===== config.mk =====
export PLATFORM = sky130hd
export DESIGN_NAME = utf16_to_utf8_transcoder
export DESIGN_NICKNAME = d
export VERILOG_FILES = /design/src/hdl/utf16u8_pkg.sv /design/src/hdl/utf16u8_front.sv /design/src/hdl/utf16u8_fifo.sv /design/src/hdl/utf16u8_back.sv /design/src/hdl/utf16_to_utf8_transcoder.sv
export SDC_FILE = /design/constraint.sdc
export NUM_CORES = 1
export LEC_CHECK = 0
export ABC_AREA = 1
export BUFFER_PORTS_ARGS = -buffer_cell sky130_fd_sc_hd__buf_4
export CAP_MARGIN = 10
export CORE_MARGIN = 1
export CORE_UTILIZATION = 55
export CTS_CLUSTER_DIAMETER = 150
export CTS_CLUSTER_SIZE = 14
export DETAILED_ROUTE_END_ITERATION = 7
export GPL_ROUTABILITY_DRIVEN = 1
export MAX_ROUTING_LAYER = met4
export PLACE_DENSITY = 0.78
export SLEW_MARGIN = 20
export SYNTH_ARGS = -nofsm -noshare
export SYNTH_HDL_FRONTEND = slang
export SYNTH_SLANG_ARGS = --single-unit

===== constraint.sdc =====
create_clock -name clk -period 3.1 [get_ports clk]
set_input_delay 0.155 -clock clk [delete_from_list [all_inputs] [get_ports clk]]
set_output_delay 0.155 -clock clk [all_outputs]
set_load 0.01 [all_outputs]

===== src/hdl/utf16u8_pkg.sv =====
`timescale 1ns / 1ps
// Shared types, constants and the UTF-8 encoder for the UTF-16 to UTF-8 transcoder.
// No dependencies.
package utf16u8_pkg;

	localparam int unsigned UNIT_W = 16;
	localparam int unsigned CP_W   = 21;

	localparam logic [UNIT_W-1:0] UNIT_BOM_SWAPPED = 16'hFFFE;
	localparam logic [UNIT_W-1:0] UNIT_BOM         = 16'hFEFF;
	localparam logic [5:0]        HIGH_SUR_TAG     = 6'b110110;
	localparam logic [4:0]        SUR_TAG          = 5'b11011;
	localparam logic [CP_W-1:0]   SUPP_BASE        = 21'h10000;

	localparam logic [CP_W-1:0] CP_MAX_1B = 21'h00007F;
	localparam logic [CP_W-1:0] CP_MAX_2B = 21'h0007FF;
	localparam logic [CP_W-1:0] CP_MAX_3B = 21'h00FFFF;

	localparam logic [7:0] LEAD_2B = 8'hC0;
	localparam logic [7:0] LEAD_3B = 8'hE0;
	localparam logic [7:0] LEAD_4B = 8'hF0;
	localparam logic [7:0] CONT_B  = 8'h80;

	// one queued item: up to four bytes, index of the last one, end marker flag
	typedef struct packed {
		logic [3:0][7:0] bytes;
		logic [1:0]      last_idx;
		logic            eos;
	} entry_t;

	function automatic entry_t encode_cp(input logic [CP_W-1:0] cp);
		entry_t e;
		e = '0;
		priority if (cp <= CP_MAX_1B) begin
			e.bytes[0] = cp[7:0];
			e.last_idx = 2'd0;
		end else if (cp <= CP_MAX_2B) begin
			e.bytes[0] = LEAD_2B | {3'b000, cp[10:6]};
			e.bytes[1] = CONT_B | {2'b00, cp[5:0]};
			e.last_idx = 2'd1;
		end else if (cp <= CP_MAX_3B) begin
			e.bytes[0] = LEAD_3B | {4'b0000, cp[15:12]};
			e.bytes[1] = CONT_B | {2'b00, cp[11:6]};
			e.bytes[2] = CONT_B | {2'b00, cp[5:0]};
			e.last_idx = 2'd2;
		end else begin
			e.bytes[0] = LEAD_4B | {5'b00000, cp[20:18]};
			e.bytes[1] = CONT_B | {2'b00, cp[17:12]};
			e.bytes[2] = CONT_B | {2'b00, cp[11:6]};
			e.bytes[3] = CONT_B | {2'b00, cp[5:0]};
			e.last_idx = 2'd3;
		end
		return e;
	endfunction

endpackage


===== src/hdl/utf16u8_front.sv =====
`timescale 1ns / 1ps
// Front end: assembles code units, tracks byte order and surrogates, encodes to UTF-8.
// Depends on utf16u8_pkg.
module utf16u8_front (
	input  logic                   clk,
	input  logic                   arst_n,
	input  logic                   accept,
	input  logic [7:0]             byte_first,
	input  logic [7:0]             byte_second,
	output logic                   push,
	output utf16u8_pkg::entry_t    push_entry
);

	logic       swap_q;
	logic       pend_q;
	logic [9:0] high_bits_q;

	logic [15:0] unit_raw;
	logic [15:0] unit;
	logic        is_zero;
	logic        is_bom;
	logic        is_sur;
	logic        is_high;
	logic [utf16u8_pkg::CP_W-1:0] cp;

	always_comb begin
		unit_raw = swap_q ? {byte_first, byte_second} : {byte_second, byte_first};
		is_zero  = (unit_raw == '0);
		is_bom   = (unit_raw == utf16u8_pkg::UNIT_BOM_SWAPPED);
		unit     = is_bom ? utf16u8_pkg::UNIT_BOM : unit_raw;
		is_sur   = (unit[15:11] == utf16u8_pkg::SUR_TAG);
		is_high  = (unit[15:10] == utf16u8_pkg::HIGH_SUR_TAG);
		if (is_sur) begin
			cp = {1'b0, high_bits_q, unit[9:0]} + utf16u8_pkg::SUPP_BASE;
		end else begin
			cp = {5'b00000, unit};
		end
	end

	// lone low surrogates and high surrogates give nothing
	assign push = accept && (is_zero || !is_sur || (!is_high && pend_q));

	always_comb begin
		if (is_zero) begin
			push_entry = '0;
			push_entry.eos = 1'b1;
		end else begin
			push_entry = utf16u8_pkg::encode_cp(cp);
		end
	end

	always_ff @(posedge clk or negedge arst_n) begin
		if (!arst_n) begin
			swap_q      <= 1'b0;
			pend_q      <= 1'b0;
			high_bits_q <= '0;
		end else if (accept) begin
			if (is_zero) begin
				swap_q      <= 1'b0;
				pend_q      <= 1'b0;
				high_bits_q <= '0;
			end else begin
				if (is_bom) begin
					swap_q <= !swap_q;
				end
				if (is_high) begin
					pend_q      <= 1'b1;
					high_bits_q <= unit[9:0];
				end else begin
					pend_q      <= 1'b0;
					high_bits_q <= '0;
				end
			end
		end
	end

endmodule


===== src/hdl/utf16u8_fifo.sv =====
`timescale 1ns / 1ps
// Two-entry queue of encoded items between front and back ends.
// Depends on utf16u8_pkg.
module utf16u8_fifo (
	input  logic                clk,
	input  logic                arst_n,
	input  logic                push,
	input  utf16u8_pkg::entry_t push_entry,
	input  logic                pop,
	output utf16u8_pkg::entry_t head,
	output logic                empty,
	output logic                full
);

	utf16u8_pkg::entry_t mem_q [2];
	logic       wr_q;
	logic       rd_q;
	logic [1:0] cnt_q;

	assign head  = mem_q[rd_q];
	assign empty = (cnt_q == 2'd0);
	assign full  = (cnt_q == 2'd2);

	always_ff @(posedge clk) begin
		if (push) begin
			mem_q[wr_q] <= push_entry;
		end
	end

	always_ff @(posedge clk or negedge arst_n) begin
		if (!arst_n) begin
			wr_q  <= 1'b0;
			rd_q  <= 1'b0;
			cnt_q <= '0;
		end else begin
			if (push) begin
				wr_q <= !wr_q;
			end
			if (pop) begin
				rd_q <= !rd_q;
			end
			unique case ({push, pop})
				2'b10:   cnt_q <= cnt_q + 2'd1;
				2'b01:   cnt_q <= cnt_q - 2'd1;
				default: cnt_q <= cnt_q;
			endcase
		end
	end

endmodule


===== src/hdl/utf16u8_back.sv =====
`timescale 1ns / 1ps
// Back end: sends queued items one byte per cycle unless stalled; registered output.
// Depends on utf16u8_pkg.
module utf16u8_back (
	input  logic                clk,
	input  logic                arst_n,
	input  utf16u8_pkg::entry_t head,
	input  logic                empty,
	output logic                pop,
	output logic                m_tvalid,
	input  logic                m_tready,
	output logic [7:0]          m_tdata,
	output logic                m_tlast,
	output logic                m_tuser
);

	utf16u8_pkg::entry_t cur_q;
	logic       busy_q;
	logic [1:0] idx_q;
	logic       vld_q;
	logic [7:0] data_q;
	logic       last_q;
	logic       user_q;
	logic       out_free;

	assign out_free = !vld_q || m_tready;
	assign pop      = out_free && !busy_q && !empty;

	assign m_tvalid = vld_q;
	assign m_tdata  = data_q;
	assign m_tlast  = last_q;
	assign m_tuser  = user_q;

	always_ff @(posedge clk) begin
		if (pop) begin
			cur_q <= head;
		end
		if (out_free) begin
			if (busy_q) begin
				data_q <= cur_q.bytes[idx_q];
				last_q <= (idx_q == cur_q.last_idx);
				user_q <= 1'b0;
			end else if (!empty) begin
				data_q <= head.bytes[0];
				last_q <= (head.last_idx == 2'd0);
				user_q <= head.eos;
			end
		end
	end

	always_ff @(posedge clk or negedge arst_n) begin
		if (!arst_n) begin
			vld_q  <= 1'b0;
			busy_q <= 1'b0;
			idx_q  <= '0;
		end else if (out_free) begin
			if (busy_q) begin
				vld_q <= 1'b1;
				if (idx_q == cur_q.last_idx) begin
					busy_q <= 1'b0;
				end else begin
					idx_q <= idx_q + 2'd1;
				end
			end else if (!empty) begin
				vld_q  <= 1'b1;
				busy_q <= (head.last_idx != 2'd0);
				idx_q  <= 2'd1;
			end else begin
				vld_q <= 1'b0;
			end
		end
	end

endmodule


===== src/hdl/utf16_to_utf8_transcoder.sv =====
`timescale 1ns / 1ps
// Top level of the UTF-16 to UTF-8 transcoder: front end, queue, back end.
// Depends on utf16u8_pkg, utf16u8_front, utf16u8_fifo, utf16u8_back.
//
//  channel | dir | tdata                          | tlast       | tuser
//  s_      | in  | [7:0] byte_first, [15:8] byte_second | -     | -
//  m_      | out | [7:0] out_byte                 | last_of_run | end_of_string
//
// One output byte per cycle when not stalled; a queued item is 1 to 4 bytes (its byte count).
// The front takes a unit every cycle while the two-entry queue has room; high and lone
// low surrogates are taken but give nothing. Reset clears byte order, the held
// surrogate, the queue and the output register. A stalled output fills the queue first.
module utf16_to_utf8_transcoder (
	input  logic        clk,
	input  logic        arst_n,
	input  logic        s_tvalid,
	output logic        s_tready,
	input  logic [15:0] s_tdata,   // [7:0] byte_first, [15:8] byte_second
	output logic        m_tvalid,
	input  logic        m_tready,
	output logic [7:0]  m_tdata,   // [7:0] out_byte
	output logic        m_tlast,
	output logic        m_tuser    // [0] end_of_string
);

	utf16u8_pkg::entry_t push_entry;
	utf16u8_pkg::entry_t head;
	logic push;
	logic pop;
	logic empty;
	logic full;
	logic accept;

	assign s_tready = !full;
	assign accept   = s_tvalid && s_tready;

	utf16u8_front u_front (
		.clk         (clk),
		.arst_n      (arst_n),
		.accept      (accept),
		.byte_first  (s_tdata[7:0]),
		.byte_second (s_tdata[15:8]),
		.push        (push),
		.push_entry  (push_entry)
	);

	utf16u8_fifo u_fifo (
		.clk        (clk),
		.arst_n     (arst_n),
		.push       (push),
		.push_entry (push_entry),
		.pop        (pop),
		.head       (head),
		.empty      (empty),
		.full       (full)
	);

	utf16u8_back u_back (
		.clk      (clk),
		.arst_n   (arst_n),
		.head     (head),
		.empty    (empty),
		.pop      (pop),
		.m_tvalid (m_tvalid),
		.m_tready (m_tready),
		.m_tdata  (m_tdata),
		.m_tlast  (m_tlast),
		.m_tuser  (m_tuser)
	);

endmodule


After elaboration in Yosys (flattened, before gate mapping)

Memory sizes are Yosys's and may differ from the RTL's.
Index checks and enable logic that the tools add are counted.

Bits in writable memories: 70
Memories kept: 1
Logic and storage cells: 95
Bits in registers: 64
Bits of input ports: 20
Output and inout bits: 12

Memories:

| name         | words | width | rd ports | clocked after Yosys merged registers in | write ports | RTL line           | RTL |
|---|---|---|---|---|---|---|---|
| u_fifo.mem_q | 2     | 35    | 1        | 0                                       | 1           | utf16u8_fifo.sv:15 | `utf16u8_pkg::entry_t mem_q [2];` |

Eq/ne operators: 9
Multiplexer cells: 34
$lt $le $gt $ge: 4
$add $sub $neg: 4
Reduce and logical (&&, ||, !) cells: 26

Operators with widths:

| kind                                                              | number |
|---|---|
| 2-to-1 mux 16 bit                                                 | 3 |
| 2-to-1 mux 24 bit                                                 | 2 |
| 2-to-1 mux 35 bit                                                 | 1 |
| 2-to-1 mux 8 bit                                                  | 4 |
| 2-to-1 mux 10 bit                                                 | 3 |
| adder 20 x 17 -> 21 bit (second input constant)                   | 1 |
| less-or-equal comparator 21 x 11 -> 1 bit (second input constant) | 1 |
| less-or-equal comparator 21 x 16 -> 1 bit (second input constant) | 1 |
| less-or-equal comparator 21 x 7 -> 1 bit (second input constant)  | 1 |
| 2-to-1 mux 21 bit                                                 | 1 |
| 2-to-1 mux 18 bit                                                 | 1 |
| binary-select mux 8 bit (select 2 bit)                            | 1 |
| equality test 16 bit (second input constant)                      | 1 |
| logical NOT 16 bit                                                | 1 |
| 2-to-1 mux 1 bit                                                  | 14 |
| logical NOT 1 bit                                                 | 9 |
| equality test 6 bit (second input constant)                       | 1 |
| 2-to-1 mux 2 bit                                                  | 3 |
| nonzero test 2 bit                                                | 3 |
| equality test 5 bit (second input constant)                       | 1 |
| logical AND 1 bit                                                 | 5 |
| adder 2 x 1 -> 2 bit (second input constant)                      | 2 |
| equality test 2 bit (second input constant)                       | 2 |
| logical NOT 2 bit                                                 | 2 |
| 9 further kinds                                                   | 13 |

Longest topological paths before layout

Gate-level depths: netlist of the first run.

Depth in word-level cells: 10
Mapped depth: 16
Gate-level depth less buffers: 15

Modules after synthesis

A second synthesis of the first run with hierarchy kept.

Cell total of the unflattened synthesis: 652
Area total of the unflattened synthesis: 6516.2 um2

By module, submodules not included:

| module                   | cells an instance | area each (um2) | times used |
|---|---|---|---|
| utf16u8_fifo             | 207               | 2945.3          | 1 |
| utf16u8_back             | 175               | 1991.9          | 1 |
| utf16u8_front            | 267               | 1565.3          | 1 |
| utf16_to_utf8_transcoder | 3                 | 13.8            | 1 |

Worst setup path after synthesis of the first run

OpenSTA, ideal clock, no wires.

Path type: register to register
From: register u_back.vld_q (netlist: u_back.m_tvalid)
To: register u_fifo.cnt_q[1]
Setup slack: 0.176 ns
Path buffers: 0
Cell stages (with the launch flop): 10
Required time: 2.976 ns
Data arrival time: 2.800 ns
Cell sequence: dfrtp_1 inv_1 nor2_1 inv_1 nand2_1 nor2_1 ha_1 a21oi_1 o21ai_0 xnor2_1

Word-level cells in the longest chain between the ends: 6
Elaborated cells between the ends (all ways): 8
Those cells by class: 2 x eq/ne; 1 x mux; 5 x reduce/logical

Ends and longest elaborated chain:

| item                                                                            | RTL line                       | RTL |
|---|---|---|
| start: declaration                                                              | utf16u8_back.sv:20             | `logic vld_q;` |
| start signal: assignment                                                        | utf16u8_back.sv:53             | `vld_q <= 1'b0;` |
| start signal: assignment                                                        | utf16u8_back.sv:58             | `vld_q <= 1'b1;` |
| start signal: assignment                                                        | utf16u8_back.sv:65             | `vld_q <= 1'b1;` |
| logical NOT 1 bit (*)                                                           | utf16u8_back.sv:26             | `assign out_free = !vld_q \|\| m_tready;` |
| logical OR 1 bit (*)                                                            | utf16u8_back.sv:26             |  |
| logical AND 1 bit (*) (2 in a row)                                              | utf16u8_back.sv:27             | `assign pop = out_free && !busy_q && !empty;` |
| via pop                                                                         | utf16_to_utf8_transcoder.sv:29 | `logic pop;` |
| equality test 2 x 1 -> 1 bit / equality test 2 bit (equally long branches)      | utf16u8_fifo.sv:42             | `unique case ({push, pop})` |
| one-hot mux 2 bit (2 select lines) / nonzero test 2 bit (equally long branches) | -                              |  |
| end signal: assignment                                                          | utf16u8_fifo.sv:43             | `2'b10: cnt_q <= cnt_q + 2'd1;` |
| end signal: assignment                                                          | utf16u8_fifo.sv:44             | `2'b01: cnt_q <= cnt_q - 2'd1;` |
| end signal: assignment                                                          | utf16u8_fifo.sv:45             | `default: cnt_q <= cnt_q;` |
| end: declaration                                                                | utf16u8_fifo.sv:18             | `logic [1:0] cnt_q;` |

The timed path passes the listed nets; every way through them passes the cells marked *.
A chain may end at the register's enable or synchronous reset.

==> impl_results.md, run 1 <==
- First-pass iteration count of the detailed router: 6
- Final Routed Wirelength: around 13000 um
- Mean Syn Cell Area: between 9 and 10 um^2
- Worst Path Required: ~3.4 ns
- Worst EP arrival: between 3 and 4 ns
- GR Overflow Total: 0
- Die Area: between 10000 and 15000 um^2
- Warnings, synthesis: 0
- Reg2reg path depth: 13
- FF-to-FF Start: u_front.swap_q
- # diodes: 0
- Area leader, netlist: edfxtp_1
- Die extent in x: between 100 and 150 um
- Cell Area, Synth: ~5700 um^2
- FP Rows: 36
- Initial antenna violation count: 0
- Post-route ant nets: 0
- Crit path from: u_front.swap_q
- DP Worst Slack: ~0.37 ns
- Layout cells sized above 1: between 15 and 20%
- Sequential cell area: approximately 3600 um^2
- RePlAce Congestion: 0.981
- Io pins: 32
- Skew final: ~0.012 ns
- Max-cap violations: 0
- Hpwl dp: between 9000 and 10000 um
- Flops & latches, synth: about 120
- Met3 GRT Util: between 7 and 8%
- Syn Inst Count: between 500 and 600
- RSZ-0062 raised after global routing: no
- Drt drc: 0
- Top FF cell, synth: edfxtp_1
- Relative slew slack: between 40% and 50%
- Lkg Pwr: approximately 2.8 nW
- CTS H-Tree Depth: 4
- Worst-Skew Late Latency: about 0.52 ns
- Cell variety after synth: 37
- Met2 Track Usage GR: between 40% and 50%
- Critical path type: reg -> reg
- Outcome: finished clean
- Max clock buf depth: 2
- Mapped Nets: around 600
- Vias in the first global route: around 4.2k
- Number of flops mapped to enable cells by yosys: 102
- Pwr/cell area: approximately 830 nW/um^2
- Synth top area share: 53.7%
- Slack of the critical path: about 0.35 ns
- Largest net degree at the start of global routing: 33
- Peak Freq: ~360 MHz
- Async SR Flop Fraction: about 16%
- Crit-path max FO: 18
- Vias: approximately 4.2k
- First-pass GRT wire length: between 20000 and 25000 um
- CTS Buf Count: 17
- CTS tree: done
- Multi-input logic area: 1820 um^2
- Clock Tree Root: clkbuf_8
- Final period util: between 80 and 90%
- Cts repair resizes: 0
- Register area share after synthesis: between 60% and 70%
- Worst-Margin Slew: about 0.85 ns
- Met1 global-route usage: between 30% and 40%
- Die Y: slightly above 100 um
- WL per Instance: around 16 um
- Clk pin slew, worst setup/hold paths: approximately 0.060 ns
- Startpoint types: register
- GRT busiest layer: met2
- Peak VDD IR: slightly above 400 uV
- Clock Sinks: ~120
- Placeable Area: 9910 um^2
- Initial core utilization: between 50% and 60%
- Final Setup Violations: 0
- Area growth from synthesis to layout: 16.2%
- TNS Setup: 0 ns
- Crit path capture type: register
- Vias per cell: between 5 and 6
- Max Slew Vio Count: 0
- DRT iter0 DRCs: ~230
- Final nets: 648
- Min Tclk post-route: between 2 and 3 ns
- # fillers: between 700 and 800
- Synth top area cells: edfxtp_1, nand2_1, dfrtp_1
- Hold Vio Cnt, Final: 0
- Worst hold path type: in -> async
- Total global-route track usage: roughly a quarter
- Number of I/O port buffers: 31
-- timing repair --
item	in CTS	in global routing
setup buffers	0	0
setup endpoints to repair	0	0
endpoints found under the hold margin	22	0
hold buffers	2	0
-- path summary, 6_finish.rpt --
path / endpoint / slack (ns)
min in group clk: u_front.high_bits_q[3] / 0.08
worst max register to register: u_fifo.mem_q[0][12] / 0.35
worst min-delay path: u_front.high_bits_q[5] / 0.08
max in group asynchronous: u_back.m_tvalid / 2.78
worst min register to register: u_fifo.cnt_q[1] / 0.51
worst max-delay path: u_fifo.mem_q[0][12] / 0.35
-- layout by cell type, fill, tap and decap left out, types with 16 or more instances in the layout --
master / count
o21ai_0: 46
o22ai_1: 17
inv_1: 52
nor2_1: 38
dfrtp_1: 20
o21ai_1: 18
edfxtp_1: 102
buf_4: 43
clkbuf_16: 16
nand2_1: 179
-- logic make-up (layout without fill, tap and decap cells) --
family	Yosys count	after routing	share of synthesized area (%)
AO/OA/AOI/OAI	100	100	9.69
XOR/XNOR	4	4	0.614
flip-flops	122	122	62.4
buffers and inverters	81	138	5.79
multiplexers	2	2	0.351
AND/OR/NAND/NOR	271	271	20.7
adder cells (fa/ha/maj)	2	2	0.438
-- sequential cells by signal (all words and copies together), names as in the netlist --
register and cells:
u_back.cur_q 30, u_fifo.rd_q 1, u_back.m_tvalid 1, u_front.high_bits_q 10, u_front.pend_q 1, u_front.swap_q 1, u_fifo.cnt_q 2, u_back.m_tlast 1
u_back.idx_q 2, u_back.m_tuser 1, u_back.m_tdata 8, u_back.busy_q 1, u_fifo.wr_q 1, u_fifo.mem_q 62
-- routing by layer --
metal	routed length (um)	vias up
met1	5130	1936
li1	-	2042
met5	0	-
met3	744	29
met2	6400	149
met4	399	0
-- cells in the mapped netlist (3+ instances only) --
library cell    n
a21oi_1         9
buf_1           3
buf_2           3
clkbuf_1       10
dfrtp_1        20
edfxtp_1      102
inv_1          52
inv_2           7
nand2_1       179
nand2_2         9
nand2_4         3
nand3_1        10
nand4_1         4
nor2_1         41
nor2_2          4
nor3_1          7
o21a_1          3
o21ai_0        46
o21ai_1        18
o21ai_2         5
o22ai_1        17
or2_2           6
-- where the power goes --
group	leakage, nW	switching, mW	internal [mW]
logic	1.41	0.887	0.448
clock network	0.249	0.644	1.05
registers	1.18	0.184	2.30
-- area by class of cell --
| cell class | count | share of cell area [%] |
|---|---|---|
| Inverter | 61 | 3.45 |
| Multi-Input combinational cell | 379 | 27.5 |
| Timing Repair Buffer | 45 | 5.17 |
| Sequential cell | 122 | 53.7 |
| Clock buffer | 22 | 6.53 |
| Tap cell | 133 | 2.51 |
| Clock inverter | 10 | 1.17 |
-- per-stage QoR --
step | utilization [%] | area [um^2] | hold WS [ns] | cells | power, mW
2_1_floorplan | - | 5710 | -0.141 | 582 | 3.34
3_3_place_gp | 61.6 | 6100 | 0.0627 | 738 | 3.78
3_5_place_dp | 61.6 | 6100 | 0.0703 | 738 | 3.84
4_1_cts | 66.9 | 6630 | 0.0462 | 772 | 5.53
5_1_grt | 66.9 | 6630 | 0.0806 | 772 | 5.81
6_report | 66.9 | 6630 | 0.0789 | 772 | 5.51
-- worst max-delay path, stage by stage, from the launching register on --
cell and delay [ns]:
dfrtp_1 0.68, buf_4 0.27, nand2_1 0.07, nand2_2 0.11, inv_2 0.05, nand2_2 0.10, nor2_8 0.07, nand2_1 0.16
nand3_1 0.11, nor2_1 0.14, nand2_1 0.26, buf_4 0.27, o21ai_1 0.12, nor2_1 0.07
Note: power is estimated with default switching activity, not from simulation.
==> run 2, diff against run 1 <==
--- a/config.mk
+++ b/config.mk
@@ -8,6 +8,7 @@
 export ABC_AREA = 1
 export BUFFER_PORTS_ARGS = -buffer_cell sky130_fd_sc_hd__buf_4
 export CAP_MARGIN = 10
+export CORE_ASPECT_RATIO = 1.2
 export CORE_MARGIN = 1
 export CORE_UTILIZATION = 55
 export CTS_CLUSTER_DIAMETER = 150
==> run 2 against run 1 <==
- utilization is 0.66 points lower
- sequential power hardly changed
- critical path depth is 1 higher
- combinational power hardly changed
- critical path type unchanged
- cell count is 1.0% lower
- clock skew is 0.0027 ns lower
==> impl_results.md, run 2 (synthesis gave the netlist of run 1 again) <==
- FF-to-FF setup slack: 0.50 ns (+0.15 ns)
- Initial antenna violation count: 0 (unchanged)
- Pwr/cell area: 847 nW/um^2 (+2.0%)
- Final nets: 647 (-0.15%)
- Clock Sinks: 122 (unchanged)
- Most frequent cells in the layout: nand2_1, edfxtp_1, inv_1
- Startpoint types: register
- Min Tclk post-route: 2.60 ns (-0.147 ns)
- Lkg Pwr: 2.88 nW (+1.1%)
- Fin area: 6670 um^2 (+0.51%)
- Top reg by flops: u_fifo.mem_q
- FP Rows: 40 (+11%)
- Final period util: 84.0% (-4.7 points)
- Vias per cell: 5.52 (+2.6%)
- Placeable Area: 10100 um^2 (+1.5%)
- Relative slew slack: 44.1% (+0.98 points)
- Io pins: 32 (unchanged)
- Biggest regs: u_fifo.mem_q: 62 flops, u_back.cur_q: 30 flops, u_front.high_bits_q: 10 flops
- Clk pin slew, worst setup/hold paths: 0.05 ns (about the same)
- Max-cap violations: 0 (unchanged)
- CTS Buf Count: 17 (unchanged)
- Final Setup Violations: 0 (unchanged)
- First-pass iteration count of the detailed router: 5 (-1)
- Layout cells sized above 1: 17.9% (+0.65 points)
- Die extent in x: 95.0 um (-8.5%)
- Worst-Margin Slew: 0.837 ns (-0.0148 ns)
- Cell Area, Placed: 6090 um^2 (-0.14%)
- CTS H-Tree Depth: 4 (unchanged)
- DRT iter0 DRCs: 229 (-0.87%)
- Worst-Skew Late Latency: 0.41 ns (-0.11 ns)
- Die Y: 114 um (+9.4%)
- Total global-route track usage: 26.4% (+0.12 points)
- Peak VDD IR: 420 uV (+3.4%)
- Vias in the first global route: 4242 (-0.094%)
- Crit-path max FO: 21 (+3)
- Number of I/O port buffers: 31 (unchanged)
- Final Routed Wirelength: 12500 um (-0.97%)
- Critical path type: reg -> reg
- Drt drc: 0 (unchanged)
- Finished Layout Cells: 764 (-1.0%)
- Skew final: 0.00908 ns (-0.00270 ns)
- GR Overflow Total: 0 (unchanged)
- Hold-fix buffers, CTS: 1 (-1)
- Area growth from synthesis to layout: 16.8%
- First-pass GRT wire length: 20300 um (-2.6%)
- Commonest non-fill, non-tap cell in the layout: nand2_1
- CTS tree: done
- Clock Tree Root: clkbuf_16
- Max FFs per register: 62 (unchanged)
- Largest net degree at the start of global routing: 33 (unchanged)
- Max Slew Vio Count: 0 (unchanged)
- RePlAce Congestion: 0.977 (-0.37%)
- Hold Vio Cnt, Final: 0 (unchanged)
- WL per Instance: 16.4 um (about the same)
- Postcts setup bufs: 0 (unchanged)
- Outcome: finished clean
- RSZ-0062 raised after global routing: no
- Post-layout util: 66.3% (-0.66 points)
- Initial core utilization: 56.7% (-0.86 points)
- Max clock buf depth: 2 (unchanged)
- Worst EP arrival: 2.75 ns (-0.26 ns)
- Cts repair resizes: 0 (unchanged)
- Peak Freq: 384 MHz (+5.6%)
- Worst Path Required: 3.25 ns (-0.11 ns)
- Vias: 4221 (+1.6%)
- Worst hold path type: in -> reg
- Hpwl dp: 8660 um (-4.6%)
- # diodes: 0 (unchanged)
- Placed insts: 731 (-0.95%)
- Die Area: 10800 um^2 (about the same)
- Crit path capture type: register
- Post-route ant nets: 0 (unchanged)
- TNS Setup: 0 ns (unchanged)
==> run 2: stage by stage <==
step	hold WS, ns	setup WS (ns)	total power, mW
after global placement	0.0641	0.577	3.75
after detailed placement	0.0678	0.558	3.82
after global routing	0.0445	0.247	5.92
after CTS	0.00932	0.543	5.66
final	0.0182	0.497	5.65
after floorplan	-0.141	0.176	3.34
==> run 2: area by class of cell <==
type	count	area, um^2
Fill cell	746	3390
Clock buffer	26	532
Inverter	61	229
Clock inverter	6	31.3
Multi-Input combinational cell	379	1820
Sequential cell	122	3560
Tap cell	126	158
Timing Repair Buffer	44	333
==> run 2: worst paths after layout <==
path	cells after the start	from	to
worst max-delay path	14	u_front.swap_q	u_fifo.mem_q[0][5]
worst min-delay path	4	m_tready	u_back.m_tvalid
worst max register to register	14	u_front.swap_q	u_fifo.mem_q[0][5]
worst min register to register	1	u_fifo.cnt_q[1]	u_fifo.cnt_q[1]
max in group asynchronous	2	arst_n	u_front.swap_q
min in group asynchronous	2	arst_n	u_back.busy_q
==> run 2: worst max-delay path, cell delays in order (launching register included) <==
cell and delay, ns:
dfrtp_1 0.41, buf_4 0.21, nand2_2 0.06, nand2_2 0.12, inv_2 0.07, nor2_4 0.14, nand2_4 0.10, o21ai_2 0.21
inv_2 0.04, nor2_1 0.14, nand2_1 0.41, inv_2 0.23, nand2_1 0.07, nand2_1 0.06, nand2_1 0.07
==> run 2: layer usage <==
metal  track usage (%)  wire length [um]  vias to the layer above
met5                 -                 0                        -
met4              15.6               587                        0
met3              6.80               616                       51
met2              44.4              6460                      147
met1              27.8              4880                     1990
li1                  -                 -                     2033
==> run 2: where the power goes <==
group          switching (mW)  internal (mW)  total (mW)  leakage, nW
Combinational           0.908          0.451        1.36         1.41
Clock                   0.662           1.17        1.84        0.284
Sequential              0.154           2.30        2.45         1.18
==> run 3, diff against run 2 <==
==> constraint.sdc (replaced) <==
create_clock -name clk -period 2.3 [get_ports clk]
set_input_delay 0.115 -clock clk [delete_from_list [all_inputs] [get_ports clk]]
set_output_delay 0.115 -clock clk [all_outputs]
set_load 0.01 [all_outputs]
==> run 3 against run 2 <==
- clock-buffer cell count decreased by 1
- first-iteration DRC count increased by 19%
- maximum frequency up 15%
- die area unchanged
- power increased by 36%
- non-clock buffer count is 55 higher
- utilization up 6.0 points
- largest cell class unchanged
- highest routed layer unchanged
==> impl_results.md, run 3 (synthesis gave the netlist of run 1 again) <==
- Number of I/O port buffers: 31 (unchanged)
- DRT iter0 DRCs: 272 (+19%)
- FF-to-FF setup slack: 0.04 ns (-0.46 ns)
- Clk pin slew, worst setup/hold paths: 0.06 ns (about the same)
- Area growth from synthesis to layout: 27.3%
- # fillers: 680 (-8.8%)
- Worst EP arrival: 2.54 ns (-0.21 ns)
- FP Rows: 40 (unchanged)
- Peak VDD IR: 538 uV (+28%)
- Peak Freq: 442 MHz (+15%)
- Die Area: 10800 um^2 (unchanged)
- Die Y: 114 um (unchanged)
- CTS Buf Count: 17 (unchanged)
- Pwr/cell area: 1060 nW/um^2 (+25%)
- Worst setup endpoint: u_fifo.cnt_q[1]
- DR WL met2: 6990 um (+8.2%)
- Crit-path max FO: 7 (-67%)
- Largest net degree at the start of global routing: 33 (unchanged)
- Worst Path Required: 2.58 ns (-0.67 ns)
- Die extent in x: 95.0 um (unchanged)
- RSZ-0062 raised after global routing: yes
- Total global-route track usage: 27.0% (+0.60 points)
- Power Total: 7.69 mW (+36%)
- First-pass iteration count of the detailed router: 5 (unchanged)
- Startpoint types: register
- RePlAce Congestion: 0.965 (-1.2%)
- Met3 Routed Length: 548 um (-11%)
- FF-to-FF Start: u_front.swap_q
- Final Setup Violations: 0 (unchanged)
- Lkg Pwr: 3.17 nW (+10%)
- Final nets: 702 (+8.5%)
- Layout cells sized above 1: 27.8% (+10 points)
- Final Routed Wirelength: 13200 um (+5.2%)
- Vias in the first global route: 4342 (+2.4%)
- Outcome: finished clean
- First-pass GRT wire length: 21000 um (+3.4%)
- GR Overflow Total: 0 (unchanged)
- Initial antenna violation count: 0 (unchanged)
- Multi-input logic area: 1970 um^2 (+8.3%)
- Clock Tree Root: clkbuf_16
- Hpwl dp: 9210 um (+6.2%)
- CTS H-Tree Depth: 4 (unchanged)
- Critical path type: reg -> reg
- Min Tclk post-route: 2.26 ns (-0.341 ns)
- TNS Setup: 0 ns (unchanged)
- Vias per cell: 5.47 (-0.90%)
- Vias: 4484 (+6.2%)
- Max clock buf depth: 2 (unchanged)
- Initial core utilization: 56.7% (unchanged)
- Max Slew Vio Count: 0 (unchanged)
- WL per Instance: 16.1 um (-1.9%)
- Worst-Skew Late Latency: 0.40 ns (about the same)
- CTS tree: done
- Biggest regs: u_fifo.mem_q: 62 flops, u_back.cur_q: 30 flops, u_front.high_bits_q: 10 flops
- Top Layer Used: met4
- Crit path capture type: register
- Post-route ant nets: 0 (unchanged)
- Reg2reg path depth: 12 (-2)
- Relative slew slack: 69.3% (+25 points)
- Metal1 wirelength: 5050 um (+3.4%)
- Crit path from: u_front.swap_q
- Io pins: 32 (unchanged)
- Final period util: 98.3% (+14 points)
- Worst hold path type: in -> reg
- R2r endpoint: u_fifo.cnt_q[1]
- Post-layout util: 72.3% (+6.0 points)
- Skew final: 0.00946 ns (+0.000378 ns)
- Hold Path Depth: 3 (-1)
- Max FFs per register: 62 (unchanged)
- Placeable Area: 10100 um^2 (unchanged)
- Clock Sinks: 122 (unchanged)
- Worst-Margin Slew: 0.455 ns (-0.382 ns)
- Max-cap violations: 0 (unchanged)
- # diodes: 0 (unchanged)
- Hold Vio Cnt, Final: 0 (unchanged)
- Commonest non-fill, non-tap cell in the layout: nand2_1
- Hold_ws: 0.103 ns (+0.0849 ns)
- Drt drc: 0 (unchanged)
- Sequential cell area: 3560 um^2 (about the same)
- Most frequent cells in the layout: nand2_1, edfxtp_1, buf_4
- Top reg by flops: u_fifo.mem_q
==> run 3: cell count changes in the layout (fill, tap and decap cells not counted), sizes merged <==
cell	previous run	this run
clkinvlp	0	1
clkbuf	26	25
buf	43	97
dlygate4sd3	1	2
inv	60	59
clkinv	7	8
==> run 3: stage by stage <==
stage / area [um^2] / worst slack (ns) / std cells
floorplan: 5720 / -0.114 / 582
CTS: 7000 / 0.00322 / 805
global route: 7270 / -0.0663 / 819
detailed placement: 6430 / -0.239 / 771
global placement: 6430 / -0.140 / 771
finish: 7270 / 0.0383 / 819
==> run 3: layout make-up <==
| class | instances | area share [%] |
|---|---|---|
| Inverter | 61 | 3.22 |
| Multi-Input combinational cell | 379 | 27.1 |
| Clock buffer | 25 | 6.83 |
| Tap cell | 126 | 2.17 |
| Clock inverter | 7 | 0.568 |
| Timing Repair Buffer | 99 | 11.0 |
| Sequential cell | 122 | 49.0 |
==> run 3: per-layer routing <==
metal | up-vias | track usage, %
met5 | - | -
met3 | 43 | 4.73
met4 | 0 | 15.9
met2 | 174 | 45.9
li1 | 2146 | -
met1 | 2121 | 29.4
==> run 3: how the worst min path moves through the flow <==
| stage | from | endpoint | slack (ns) |
|---|---|---|---|
| after global placement | arst_n | u_back.m_tvalid | 0.03 |
| after global routing | s_tdata[4] | u_front.high_bits_q[4] | 0.16 |
| final | s_tdata[4] | u_front.high_bits_q[4] | 0.10 |
| after CTS | s_tdata[4] | u_front.high_bits_q[4] | 0.1 |
| after floorplan | arst_n | u_back.busy_q | -0.18 |
| after detailed placement | arst_n | u_back.m_tvalid | 0.03 |
==> run 3: repair_timing <==
| item | CTS | global route |
|---|---|---|
| pin swaps | 0 | 17 |
| hold buffers | 2 | 0 |
| endpoints found under the hold margin | 21 | 0 |
| gates resized for setup | 5 | 40 |
| setup buffers | 0 | 14 |
| endpoints found under the setup margin | 86 | 39 |
==> run 3: critical path: stages (launching register included) <==
cell	delay [ns]
dfrtp_2	0.47
inv_4	0.12
nand2_1	0.07
nand2_2	0.12
nor2_4	0.06
nand2_1	0.08
nor2_1	0.07
o21ai_2	0.24
nand2_2	0.14
ha_4	0.27
a21oi_1	0.16
o21ai_0	0.16
xnor2_1	0.17
==> run 3: power breakdown <==
part / internal [mW] / switching [mW] / total (mW)
sequential: 3.10 / 0.190 / 3.29
combinational: 0.732 / 1.28 / 2.02
clock: 1.49 / 0.898 / 2.39
